**src/rtl/core/bgd_pkg.sv**
```systemverilog
package bgd_pkg;

	// logical inputs per device: stick, button A, button B
	localparam int NUM_INPUTS = 3;

	// front/back queue geometry
	localparam int QUEUE_DEPTH = 2;
	localparam int QPTR_W      = 1;
	localparam int QCNT_W      = 2;

	localparam logic [7:0] TIMER_MAX = 8'hFF;
	localparam logic [3:0] DIR_NONE  = 4'd8;

	// press phase codes
	localparam logic [1:0] PRESS_OFF     = 2'd0;
	localparam logic [1:0] PRESS_PRESS   = 2'd1;
	localparam logic [1:0] PRESS_ON      = 2'd2;
	localparam logic [1:0] PRESS_RELEASE = 2'd3;

	// hold phase codes
	localparam logic [1:0] HOLD_NONE    = 2'd0;
	localparam logic [1:0] HOLD_HOLD    = 2'd1;
	localparam logic [1:0] HOLD_HOLDING = 2'd2;

	typedef struct packed {
		logic       dbl;
		logic [1:0] hold;
		logic [1:0] press;
	} phase_t;

	typedef struct packed {
		phase_t     ph;
		logic [7:0] tm;
	} input_state_t;

	// classified tick handed from front to back
	typedef struct packed {
		logic [1:0] device;
		logic [2:0] on;
		logic [3:0] dir;
	} tick_cls_t;

	typedef struct packed {
		logic              full;
		logic              empty;
		logic [QCNT_W-1:0] count;
	} q_status_t;

	// phase patterns that raise an event
	localparam phase_t PH_CLICK  = '{dbl: 1'b0, hold: HOLD_NONE, press: PRESS_PRESS};
	localparam phase_t PH_REL    = '{dbl: 1'b0, hold: HOLD_NONE, press: PRESS_RELEASE};
	localparam phase_t PH_HOLDEV = '{dbl: 1'b0, hold: HOLD_HOLD, press: PRESS_ON};
	localparam phase_t PH_DCLICK = '{dbl: 1'b1, hold: HOLD_NONE, press: PRESS_PRESS};
	localparam phase_t PH_DHOLD  = '{dbl: 1'b1, hold: HOLD_HOLD, press: PRESS_ON};

	localparam input_state_t STATE_RESET = '{ph: '0, tm: TIMER_MAX};

	// eight-way direction, indexed by active-high {right, left, down, up}
	localparam logic [3:0] DIR_TABLE [16] = '{
		4'd8, 4'd0, 4'd4, 4'd8, 4'd6, 4'd7, 4'd5, 4'd8,
		4'd2, 4'd1, 4'd3, 4'd8, 4'd8, 4'd8, 4'd8, 4'd8
	};

endpackage

```
**src/rtl/core/bgd_if.sv**
```systemverilog
interface bgd_tick_if;
	logic       valid;
	logic       ready;
	logic [1:0] device;
	logic [7:0] status;

	modport source (output valid, device, status, input ready);
	modport sink (input valid, device, status, output ready);
endinterface

interface bgd_gesture_if;
	logic       valid;
	logic       ready;
	logic [1:0] device_out;
	logic [2:0] click_mask;
	logic [2:0] release_mask;
	logic [2:0] hold_mask;
	logic [2:0] double_click_mask;
	logic [2:0] double_hold_mask;
	logic [3:0] stick_direction;

	modport source (output valid, device_out, click_mask, release_mask, hold_mask,
		double_click_mask, double_hold_mask, stick_direction, input ready);
	modport sink (input valid, device_out, click_mask, release_mask, hold_mask,
		double_click_mask, double_hold_mask, stick_direction, output ready);
endinterface

```
**src/rtl/core/bgd_front.sv**
```systemverilog
module bgd_front
	import bgd_pkg::*;
#(
	parameter int DEVICES = 4
) (
	bgd_tick_if.sink        tick,
	input  q_status_t       q_status,
	output logic            push,
	output tick_cls_t       push_data
);

	localparam logic [4:0] DEV_LIMIT = 5'(DEVICES);

	logic dev_ok;
	logic [3:0] dir_bits;

	// take a beat whenever the queue has room; unknown devices are dropped
	assign tick.ready = !q_status.full;
	assign dev_ok     = {3'b000, tick.device} < DEV_LIMIT;
	assign push       = tick.valid && tick.ready && dev_ok;

	// active-high direction bits
	assign dir_bits = ~tick.status[3:0];

	// classify: which inputs are on, and the stick direction
	always_comb begin
		push_data.device = tick.device;
		push_data.on[0]  = dir_bits != 4'd0;
		push_data.on[1]  = !tick.status[4];
		push_data.on[2]  = !tick.status[5];
		push_data.dir    = DIR_TABLE[dir_bits];
	end

endmodule

```
**src/rtl/core/bgd_queue.sv**
```systemverilog
module bgd_queue
	import bgd_pkg::*;
(
	input  logic      clk,
	input  logic      arst_n,
	input  logic      push,
	input  tick_cls_t push_data,
	input  logic      pop,
	output tick_cls_t pop_data,
	output q_status_t status
);

	tick_cls_t         mem_q [QUEUE_DEPTH];
	logic [QPTR_W-1:0] wr_ptr_q;
	logic [QPTR_W-1:0] rd_ptr_q;
	logic [QCNT_W-1:0] count_q;

	assign status.count = count_q;
	assign status.full  = count_q == QCNT_W'(QUEUE_DEPTH);
	assign status.empty = count_q == '0;
	assign pop_data     = mem_q[rd_ptr_q];

	// entry storage
	always_ff @(posedge clk) begin
		if (push) begin
			mem_q[wr_ptr_q] <= push_data;
		end
	end

	// pointers and fill count
	always_ff @(posedge clk or negedge arst_n) begin
		if (!arst_n) begin
			wr_ptr_q <= '0;
			rd_ptr_q <= '0;
			count_q  <= '0;
		end else begin
			if (push) begin
				wr_ptr_q <= wr_ptr_q + QPTR_W'(1);
			end
			if (pop) begin
				rd_ptr_q <= rd_ptr_q + QPTR_W'(1);
			end
			unique case ({push, pop})
				2'b10:   count_q <= count_q + QCNT_W'(1);
				2'b01:   count_q <= count_q - QCNT_W'(1);
				default: count_q <= count_q;
			endcase
		end
	end

endmodule

```
**src/rtl/core/bgd_back.sv**
```systemverilog
module bgd_back
	import bgd_pkg::*;
#(
	parameter int DEVICES = 4
) (
	input  logic       clk,
	input  logic       arst_n,
	input  logic [7:0] hold_time,
	input  logic [7:0] double_click_time,
	input  tick_cls_t  q_data,
	input  q_status_t  q_status,
	output logic       pop,
	bgd_gesture_if.source gesture
);

	localparam int DEV_W = (DEVICES > 1) ? $clog2(DEVICES) : 1;

	input_state_t st_q      [DEVICES][NUM_INPUTS];
	logic [2:0]   prev_on_q [DEVICES];

	logic             out_valid_q;
	logic [DEV_W-1:0] idx;
	input_state_t     nxt [NUM_INPUTS];
	logic [2:0]       click, rel, hold, dclick, dhold;

	// one tick of one logical input
	function automatic input_state_t advance(input input_state_t s, input logic cur_on,
		input logic prev_on, input logic [7:0] ht, input logic [7:0] dct);
		phase_t       ph;
		logic [7:0]   tm;
		input_state_t r;
		ph = s.ph;
		tm = (s.tm == TIMER_MAX) ? s.tm : s.tm + 8'd1;
		if (ph.press == PRESS_PRESS) begin
			ph.press = PRESS_ON;
		end else if (ph.press == PRESS_RELEASE) begin
			ph.press = PRESS_OFF;
			ph.hold  = HOLD_NONE;
		end else if (ph.hold == HOLD_NONE && ph.press == PRESS_ON && tm > ht) begin
			ph.hold = HOLD_HOLD;
		end else if (ph.hold == HOLD_HOLD) begin
			ph.hold = HOLD_HOLDING;
		end else if (ph.press == PRESS_OFF && tm > dct) begin
			ph.dbl = 1'b0;
		end
		if (cur_on && !prev_on) begin
			ph.press = PRESS_PRESS;
			if (tm <= dct) begin
				ph.dbl = 1'b1;
			end
			tm = 8'd0;
		end else if (!cur_on && prev_on) begin
			ph = PH_REL;
			tm = 8'd0;
		end
		r.ph = ph;
		r.tm = tm;
		return r;
	endfunction

	// take the next queued tick when the output register frees up
	assign pop           = !q_status.empty && (!out_valid_q || gesture.ready);
	assign gesture.valid = out_valid_q;
	assign idx           = DEV_W'(q_data.device);

	// next state and event masks for the addressed device
	always_comb begin
		for (int k = 0; k < NUM_INPUTS; k++) begin
			nxt[k]    = advance(st_q[idx][k], q_data.on[k], prev_on_q[idx][k],
				hold_time, double_click_time);
			click[k]  = nxt[k].ph == PH_CLICK;
			rel[k]    = nxt[k].ph == PH_REL;
			hold[k]   = nxt[k].ph == PH_HOLDEV;
			dclick[k] = nxt[k].ph == PH_DCLICK;
			dhold[k]  = nxt[k].ph == PH_DHOLD;
		end
	end

	// per-device state
	always_ff @(posedge clk or negedge arst_n) begin
		if (!arst_n) begin
			for (int i = 0; i < DEVICES; i++) begin
				prev_on_q[i] <= 3'b000;
				for (int k = 0; k < NUM_INPUTS; k++) begin
					st_q[i][k] <= STATE_RESET;
				end
			end
		end else if (pop) begin
			for (int i = 0; i < DEVICES; i++) begin
				if (DEV_W'(i) == idx) begin
					prev_on_q[i] <= q_data.on;
					for (int k = 0; k < NUM_INPUTS; k++) begin
						st_q[i][k] <= nxt[k];
					end
				end
			end
		end
	end

	// output register valid
	always_ff @(posedge clk or negedge arst_n) begin
		if (!arst_n) begin
			out_valid_q <= 1'b0;
		end else if (pop) begin
			out_valid_q <= 1'b1;
		end else if (gesture.ready) begin
			out_valid_q <= 1'b0;
		end
	end

	// output register payload
	always_ff @(posedge clk) begin
		if (pop) begin
			gesture.device_out        <= q_data.device;
			gesture.click_mask        <= click;
			gesture.release_mask      <= rel;
			gesture.hold_mask         <= hold;
			gesture.double_click_mask <= dclick;
			gesture.double_hold_mask  <= dhold;
			gesture.stick_direction   <= q_data.dir;
		end
	end

endmodule

```
**src/rtl/core/button_gesture_detector_core.sv**
```systemverilog
// A taken tick beat is stored in the queue, then in the output register, where it shows.
// Throughput: one tick per cycle while the sink is ready; each pop updates three inputs.
// A two-entry queue between front and back and a registered output decouple the sides.
// Ticks for a device number at or above DEVICES are taken and give no gesture beat.
// Reset (arst_n low, asynchronous): registers return to 16 and 4, all inputs off,
// timers at 255, previous status nothing pressed, queue and output empty.
module button_gesture_detector_core
	import bgd_pkg::*;
#(
	parameter int DEVICES = 4
) (
	input  logic        clk,
	input  logic        arst_n,
	bgd_tick_if.sink    tick,
	bgd_gesture_if.source gesture,
	input  logic        psel,
	input  logic        penable,
	input  logic        pwrite,
	input  logic [2:0]  paddr,
	input  logic [31:0] pwdata,
	output logic [31:0] prdata,
	output logic        pready
);

	localparam logic REG_HOLD_TIME    = 1'b0;
	localparam logic REG_DOUBLE_CLICK = 1'b1;

	logic [7:0] hold_time_q;
	logic [7:0] double_click_time_q;
	logic       reg_sel;
	logic       push;
	logic       pop;
	tick_cls_t  push_data;
	tick_cls_t  pop_data;
	q_status_t  q_status;

	// configuration port
	assign pready  = 1'b1;
	assign reg_sel = paddr[2];

	always_ff @(posedge clk or negedge arst_n) begin
		if (!arst_n) begin
			hold_time_q         <= 8'h10;
			double_click_time_q <= 8'h04;
		end else if (psel && penable && pwrite) begin
			unique case (reg_sel)
				REG_HOLD_TIME:    hold_time_q         <= pwdata[7:0];
				REG_DOUBLE_CLICK: double_click_time_q <= pwdata[7:0];
			endcase
		end
	end

	always_comb begin
		unique case (reg_sel)
			REG_HOLD_TIME:    prdata = {24'd0, hold_time_q};
			REG_DOUBLE_CLICK: prdata = {24'd0, double_click_time_q};
		endcase
	end

	bgd_front #(.DEVICES(DEVICES)) u_front (
		.tick      (tick),
		.q_status  (q_status),
		.push      (push),
		.push_data (push_data)
	);

	bgd_queue u_queue (
		.clk       (clk),
		.arst_n    (arst_n),
		.push      (push),
		.push_data (push_data),
		.pop       (pop),
		.pop_data  (pop_data),
		.status    (q_status)
	);

	bgd_back #(.DEVICES(DEVICES)) u_back (
		.clk               (clk),
		.arst_n            (arst_n),
		.hold_time         (hold_time_q),
		.double_click_time (double_click_time_q),
		.q_data            (pop_data),
		.q_status          (q_status),
		.pop               (pop),
		.gesture           (gesture)
	);

`ifndef NO_ASSERTIONS
	a_no_overflow: assert property (@(posedge clk) disable iff (!arst_n)
		push |-> !q_status.full)
		else $error("push into full queue");

	a_count_range: assert property (@(posedge clk) disable iff (!arst_n)
		q_status.count <= QCNT_W'(QUEUE_DEPTH))
		else $error("queue count out of range");

	a_pop_loads: assert property (@(posedge clk) disable iff (!arst_n)
		pop |=> gesture.valid)
		else $error("popped tick did not reach output");

	a_mask_excl: assert property (@(posedge clk) disable iff (!arst_n)
		gesture.valid |-> ((gesture.click_mask & gesture.double_click_mask) == 3'd0 &&
			(gesture.hold_mask & gesture.double_hold_mask) == 3'd0))
		else $error("single and double events on the same input");
`endif

endmodule
```
**src/flat_wrapper.sv**
```systemverilog
// flat-port wrapper written by rule: the top's interface ports become plain ports
module button_gesture_detector_core_flat import bgd_pkg::*;
#(
	parameter int DEVICES = 4
)
  (clk, arst_n, psel, penable, pwrite, paddr, pwdata, prdata, pready, tick_valid, tick_device, tick_status, tick_ready, gesture_valid, gesture_device_out, gesture_click_mask, gesture_release_mask, gesture_hold_mask, gesture_double_click_mask, gesture_double_hold_mask, gesture_stick_direction, gesture_ready);
  bgd_tick_if tick_i ();
  bgd_gesture_if gesture_i ();
  input  logic clk;
  input  logic arst_n;
  input  logic psel;
  input  logic penable;
  input  logic pwrite;
  input  logic [2:0] paddr;
  input  logic [31:0] pwdata;
  output logic [31:0] prdata;
  output logic pready;
  input wire logic [$bits(tick_i.valid)-1:0] tick_valid;
  input wire logic [$bits(tick_i.device)-1:0] tick_device;
  input wire logic [$bits(tick_i.status)-1:0] tick_status;
  output wire logic [$bits(tick_i.ready)-1:0] tick_ready;
  output wire logic [$bits(gesture_i.valid)-1:0] gesture_valid;
  output wire logic [$bits(gesture_i.device_out)-1:0] gesture_device_out;
  output wire logic [$bits(gesture_i.click_mask)-1:0] gesture_click_mask;
  output wire logic [$bits(gesture_i.release_mask)-1:0] gesture_release_mask;
  output wire logic [$bits(gesture_i.hold_mask)-1:0] gesture_hold_mask;
  output wire logic [$bits(gesture_i.double_click_mask)-1:0] gesture_double_click_mask;
  output wire logic [$bits(gesture_i.double_hold_mask)-1:0] gesture_double_hold_mask;
  output wire logic [$bits(gesture_i.stick_direction)-1:0] gesture_stick_direction;
  input wire logic [$bits(gesture_i.ready)-1:0] gesture_ready;
  assign tick_i.valid = tick_valid;
  assign tick_i.device = tick_device;
  assign tick_i.status = tick_status;
  assign tick_ready = tick_i.ready;
  assign gesture_valid = gesture_i.valid;
  assign gesture_device_out = gesture_i.device_out;
  assign gesture_click_mask = gesture_i.click_mask;
  assign gesture_release_mask = gesture_i.release_mask;
  assign gesture_hold_mask = gesture_i.hold_mask;
  assign gesture_double_click_mask = gesture_i.double_click_mask;
  assign gesture_double_hold_mask = gesture_i.double_hold_mask;
  assign gesture_stick_direction = gesture_i.stick_direction;
  assign gesture_i.ready = gesture_ready;
  button_gesture_detector_core #(.DEVICES(DEVICES)) u_core (.clk(clk), .arst_n(arst_n), .tick(tick_i), .gesture(gesture_i), .psel(psel), .penable(penable), .pwrite(pwrite), .paddr(paddr), .pwdata(pwdata), .prdata(prdata), .pready(pready));
endmodule
```
**config.mk**
```make
export PLATFORM = sky130hd
export DESIGN_NAME = button_gesture_detector_core_flat
export DESIGN_NICKNAME = d
export VERILOG_FILES = /design/src/rtl/core/bgd_pkg.sv /design/src/rtl/core/bgd_if.sv /design/src/rtl/core/bgd_front.sv /design/src/rtl/core/bgd_queue.sv /design/src/rtl/core/bgd_back.sv /design/src/rtl/core/button_gesture_detector_core.sv /design/src/flat_wrapper.sv
export SDC_FILE = /design/constraint.sdc
export NUM_CORES = 1
export LEC_CHECK = 0
export BUFFER_PORTS_ARGS = -buffer_cell sky130_fd_sc_hd__buf_2
export CAP_MARGIN = 20
export CORE_ASPECT_RATIO = 0.75
export CORE_UTILIZATION = 57
export DETAILED_ROUTE_END_ITERATION = 12
export GPL_TIMING_DRIVEN = 0
export PLACE_DENSITY = 0.77
export SLEW_MARGIN = 20
export SYNTH_ARGS = -nofsm -noshare
export SYNTH_HDL_FRONTEND = slang
export SYNTH_SLANG_ARGS = --single-unit
```
**constraint.sdc**
```tcl
create_clock -name clk -period 6.7 [get_ports clk]
set_clock_uncertainty 0.15 [all_clocks]
set_input_delay 0.335 -clock clk [delete_from_list [all_inputs] [get_ports clk]]
set_output_delay 0.335 -clock clk [all_outputs]
set_load 0.01 [all_outputs]
```
==> flow_summary_export.csv <==
group,metric,value,unit
clock_tree,cts_tree,"built",
clock_tree,cts-root-buf,"clkbuf_16",
clock_tree,clock-sinks,228,
synth,synth.most_common_cell,"nand2_1",
placement,gp_congestion,0.940,
timing,rsz0062_at_grt,"false",
die,io_pins,108,
pwr,pwr-share-seq,32.1,%
critical_path,cpMaxStageDelayCell,"o31ai_1",
synth,async_flop_share,82.9,%
pwr,p_leak,6.47,nW
critical_path,required,6.85,ns
job,maxCapViolCount,0,
grt,grt_antenna_before_repair,0,
die,die_x,177,um
timing,worst_pin_slew,0.959,ns
timing,relSlewSlack,35.5,%
timing,report.final.hold_viol_count,0,
pwr,swShare,41.2,%
timing,slew_violations,0,
grt,grt_pass1_wl,54.4,mm
grt,grt_usage,30.5,%
die,num_rows,47,
drt,drc,0,
critical_path,critPathMaxFanout,10,
die,die_h,133,um
die,design.core.area,0.0223,sq mm
timing,setup_violations,0,
grt,grt_max_degree,79,
clock_tree,insertion_delay,0.53,ns
pwr,internal_power,3.89,mW
timing,hold_ws,0.00535,ns
run_status,outcome,"finished, final reports clean",
synth,synthesis.area,0.0131,sq mm
timing,layout_setup_ws,0.775,ns
finish,fillers,1707,
clock_tree,clkTransAtPathRegs,0.06,ns
synth,synth_top_cell_area_share,19.7,%
placement,place_ws,0.994,ns
clock_tree,numCtsBuffers,24,
worst_hold_path,hp-class,"input pin to register",
synth,synth_top_cell_by_area,"dfstp_2",
pwr,power_density,447,mW/mm^2
drt,wl_per_cell,21.8,um
placement,port_buffers,52,
finish,drive_above_1_share,31.0,%
grt,grt_pass1_vias,9806,
placement,post_dp_cell_area,0.0139,sq mm
critical_path,slowest_delay,0.67,ns
critical_path,arrival,6.07,ns
drt,drt_pass1_iterations,5,
synth,yosysWarnings,0,
finish,diodes,0,
critical_path,crit_top_cell,"buf_6",
timing,clock.fmax,169,MHz
critical_path,ff2ff_setup_slack,0.77,ns
critical_path,endpoint_kind,"register",
pwr,p_sw,2.73,mW
critical_path,cp-start-kind,"register",
drt,vias,9933,
clock_tree,post-cts-setup-buffers,0,
drt,ant_nets,0,
timing,min_period,5.93,ns
pwr,p_clk_share,20.5,%
finish,syn2layout_area_growth,13.3,%
clock_tree,htree_num_levels,1,
die,initial_utilization,58.7,%
critical_path,crit_type,"register to register",
finish,nets,1420,
drt,drt_iter0_markers,1011,
drt,vias_per_cell,6.19,
synth,synth_edf_count,39,
synth,seq_area_frac_synth,46.1,%
timing,min_period_over_period,88.4,%
grt,grt_overflow,0,
drt,routed_wl,35.0,mm
synth,synthFlopType,"dfstp_2",
finish,final_core_util,66.5,%
synth,syn_inst,1175,
synth,netlist-cell-type-count,75,
clock_tree,clock_path_buffers,3,
finish,finish.instance_area,0.0148,sq mm
synth,ys_ff_latch,228,
pwr,p_comb_share,47.4,%
pwr,irDropWorstVdd,0.253,mV
synth,synth.top_cells.by_count,"nand2_1, o21ai_0, dfstp_2",
synth,synth.area.top_cells,"dfstp_2, dfrtp_1, edfxtp_1, mux2_2, ha_1",
critical_path,cp_cell_sequence,"buf_6 -> mux2i_4 -> inv_4 -> buf_6 -> buf_6 -> buf_2 -> mux4_2 -> ha_1 -> nand2_1 -> and2b_1 -> mux2i_1 -> inv_1 -> ha_1 -> nor2b_1 -> o211ai_1 -> a21oi_1 -> o31ai_1 -> o211ai_2 -> nor4b_1",
die,die_area,0.0236,sq mm
timing,fin_tns_setup,0,ns
placement,dp_hpwl,24.8,mm
synth,avgSynthCellArea,11.1,sq um
-- sequential cells by signal, summed over array words and instances, names as in the netlist, 2 cells and up --
signal                                   cells
u_core.u_back.prev_on_q                     12
u_core.u_back.gesture.double_click_mask      3
u_core.u_back.gesture.hold_mask              3
u_core.u_back.gesture.stick_direction        4
u_core.u_queue.mem_q                        18
u_core.u_back.gesture.device_out             2
u_core.u_back.gesture.click_mask             3
u_core.u_back.gesture.release_mask           3
u_core.hold_time_q                           8
u_core.u_back.gesture.double_hold_mask       3
u_core.double_click_time_q                   8
u_core.u_queue.count_q                       2
u_core.u_back.st_q                         156
-- power by group through the flow --
stage	Combinational [mW]	Sequential [mW]	Clock [mW]
6_report	3.14	2.12	1.35
5_1_grt	3.41	2.16	1.41
4_1_cts	3.07	2.12	1.37
3_5_place_dp	3.03	2.13	0
3_3_place_gp	2.93	2.12	0
2_1_floorplan	2.10	2.10	0
-- layout make-up --
type	instances	area (sq um)	area share (%)
Timing Repair Buffer	69	485	3.28
Sequential cell	228	6020	40.7
Buffer	74	469	3.17
Clock inverter	16	156	1.06
Inverter	59	226	1.53
Tap cell	294	368	2.48
Multi-Input combinational cell	837	6450	43.5
Clock buffer	28	637	4.30
-- routing by layer --
metal  global-route usage, %  wire, um  up-vias
met2                    45.1     15300      484
met1                    43.3     15200     4927
met4                    10.2      1120        0
met3                    8.50      3420       94
met5                       0         0        -
li1                        -         -     4428
-- worst paths after layout --
check                                                             from                                                   end  depth (start not counted)
worst max-delay path               u_core.u_queue.rd_ptr_q$_DFFE_PN0P_  u_core.u_back.gesture.double_click_mask[2]$_DFFE_PP_                         19
max in group asynchronous                                       arst_n                    u_core.u_back.st_q[96]$_DFFE_PN1P_                          3
worst max register to register     u_core.u_queue.rd_ptr_q$_DFFE_PN0P_  u_core.u_back.gesture.double_click_mask[2]$_DFFE_PP_                         19
worst min register to register  u_core.u_back.prev_on_q[4]$_DFFE_PN0P_                u_core.u_back.prev_on_q[4]$_DFFE_PN0P_                          2
worst min-delay path                                        tick_valid                   u_core.u_queue.wr_ptr_q$_DFFE_PN0P_                          3
min in group asynchronous                                       arst_n               u_core.u_back.gesture.valid$_DFFE_PN0P_                          2
-- cell families after synthesis --
| group | Yosys count | share of synthesized area [%] |
|---|---|---|
| DFF | 228 | 46.1 |
| other | 2 | 0.0574 |
| adders and majority gates | 75 | 7.18 |
| and+or+nand+nor | 326 | 12.5 |
| buffers and inverters | 133 | 5.31 |
| xor gates and xnor gates | 13 | 0.928 |
| muxes | 180 | 17.8 |
| AOI/OAI and AO/OA | 218 | 10.1 |
-- cells in the final DEF (no fill, tap or decap), drive strengths merged, types with 7 or more instances in the layout --
master / n
a21oi: 41
a22o: 12
and3: 8
buf: 99
clkbuf: 58
clkinv: 12
conb: 25
dfrtp: 91
dfstp: 98
dlygate4sd3: 14
edfxtp: 39
ha: 75
inv: 58
mux2: 96
mux2i: 54
mux4: 30
nand2: 149
nand2b: 7
nand3: 19
nand4: 13
nor2: 41
nor2b: 14
nor3: 18
nor3b: 10
nor4: 7
o211ai: 8
o21a: 7
o21ai: 111
o31ai: 11
or2: 15
xnor2: 9
-- worst max-delay path, delay by kind of cell, from the launching register on --
family          cells  cell delay [ns]
compound gates      4             1.29
simple gates        4             0.96
fa+ha+maj           2             0.60
mux                 3             0.98
flops               1             0.38
buf+inv             6             1.29
-- repair_timing --
action / in CTS / in global routing
hold endpoints to repair: 116 / 0
hold buffers: 14 / 0
resized for setup: 0 / 0
-- per-stage QoR --
step / power (mW) / cells
2_1_floorplan: 4.19 / 1198
3_3_place_gp: 5.05 / 1544
3_5_place_dp: 5.17 / 1547
4_1_cts: 6.56 / 1605
5_1_grt: 6.98 / 1605
6_report: 6.62 / 1605
Note: power is estimated with default switching activity, not from simulation.
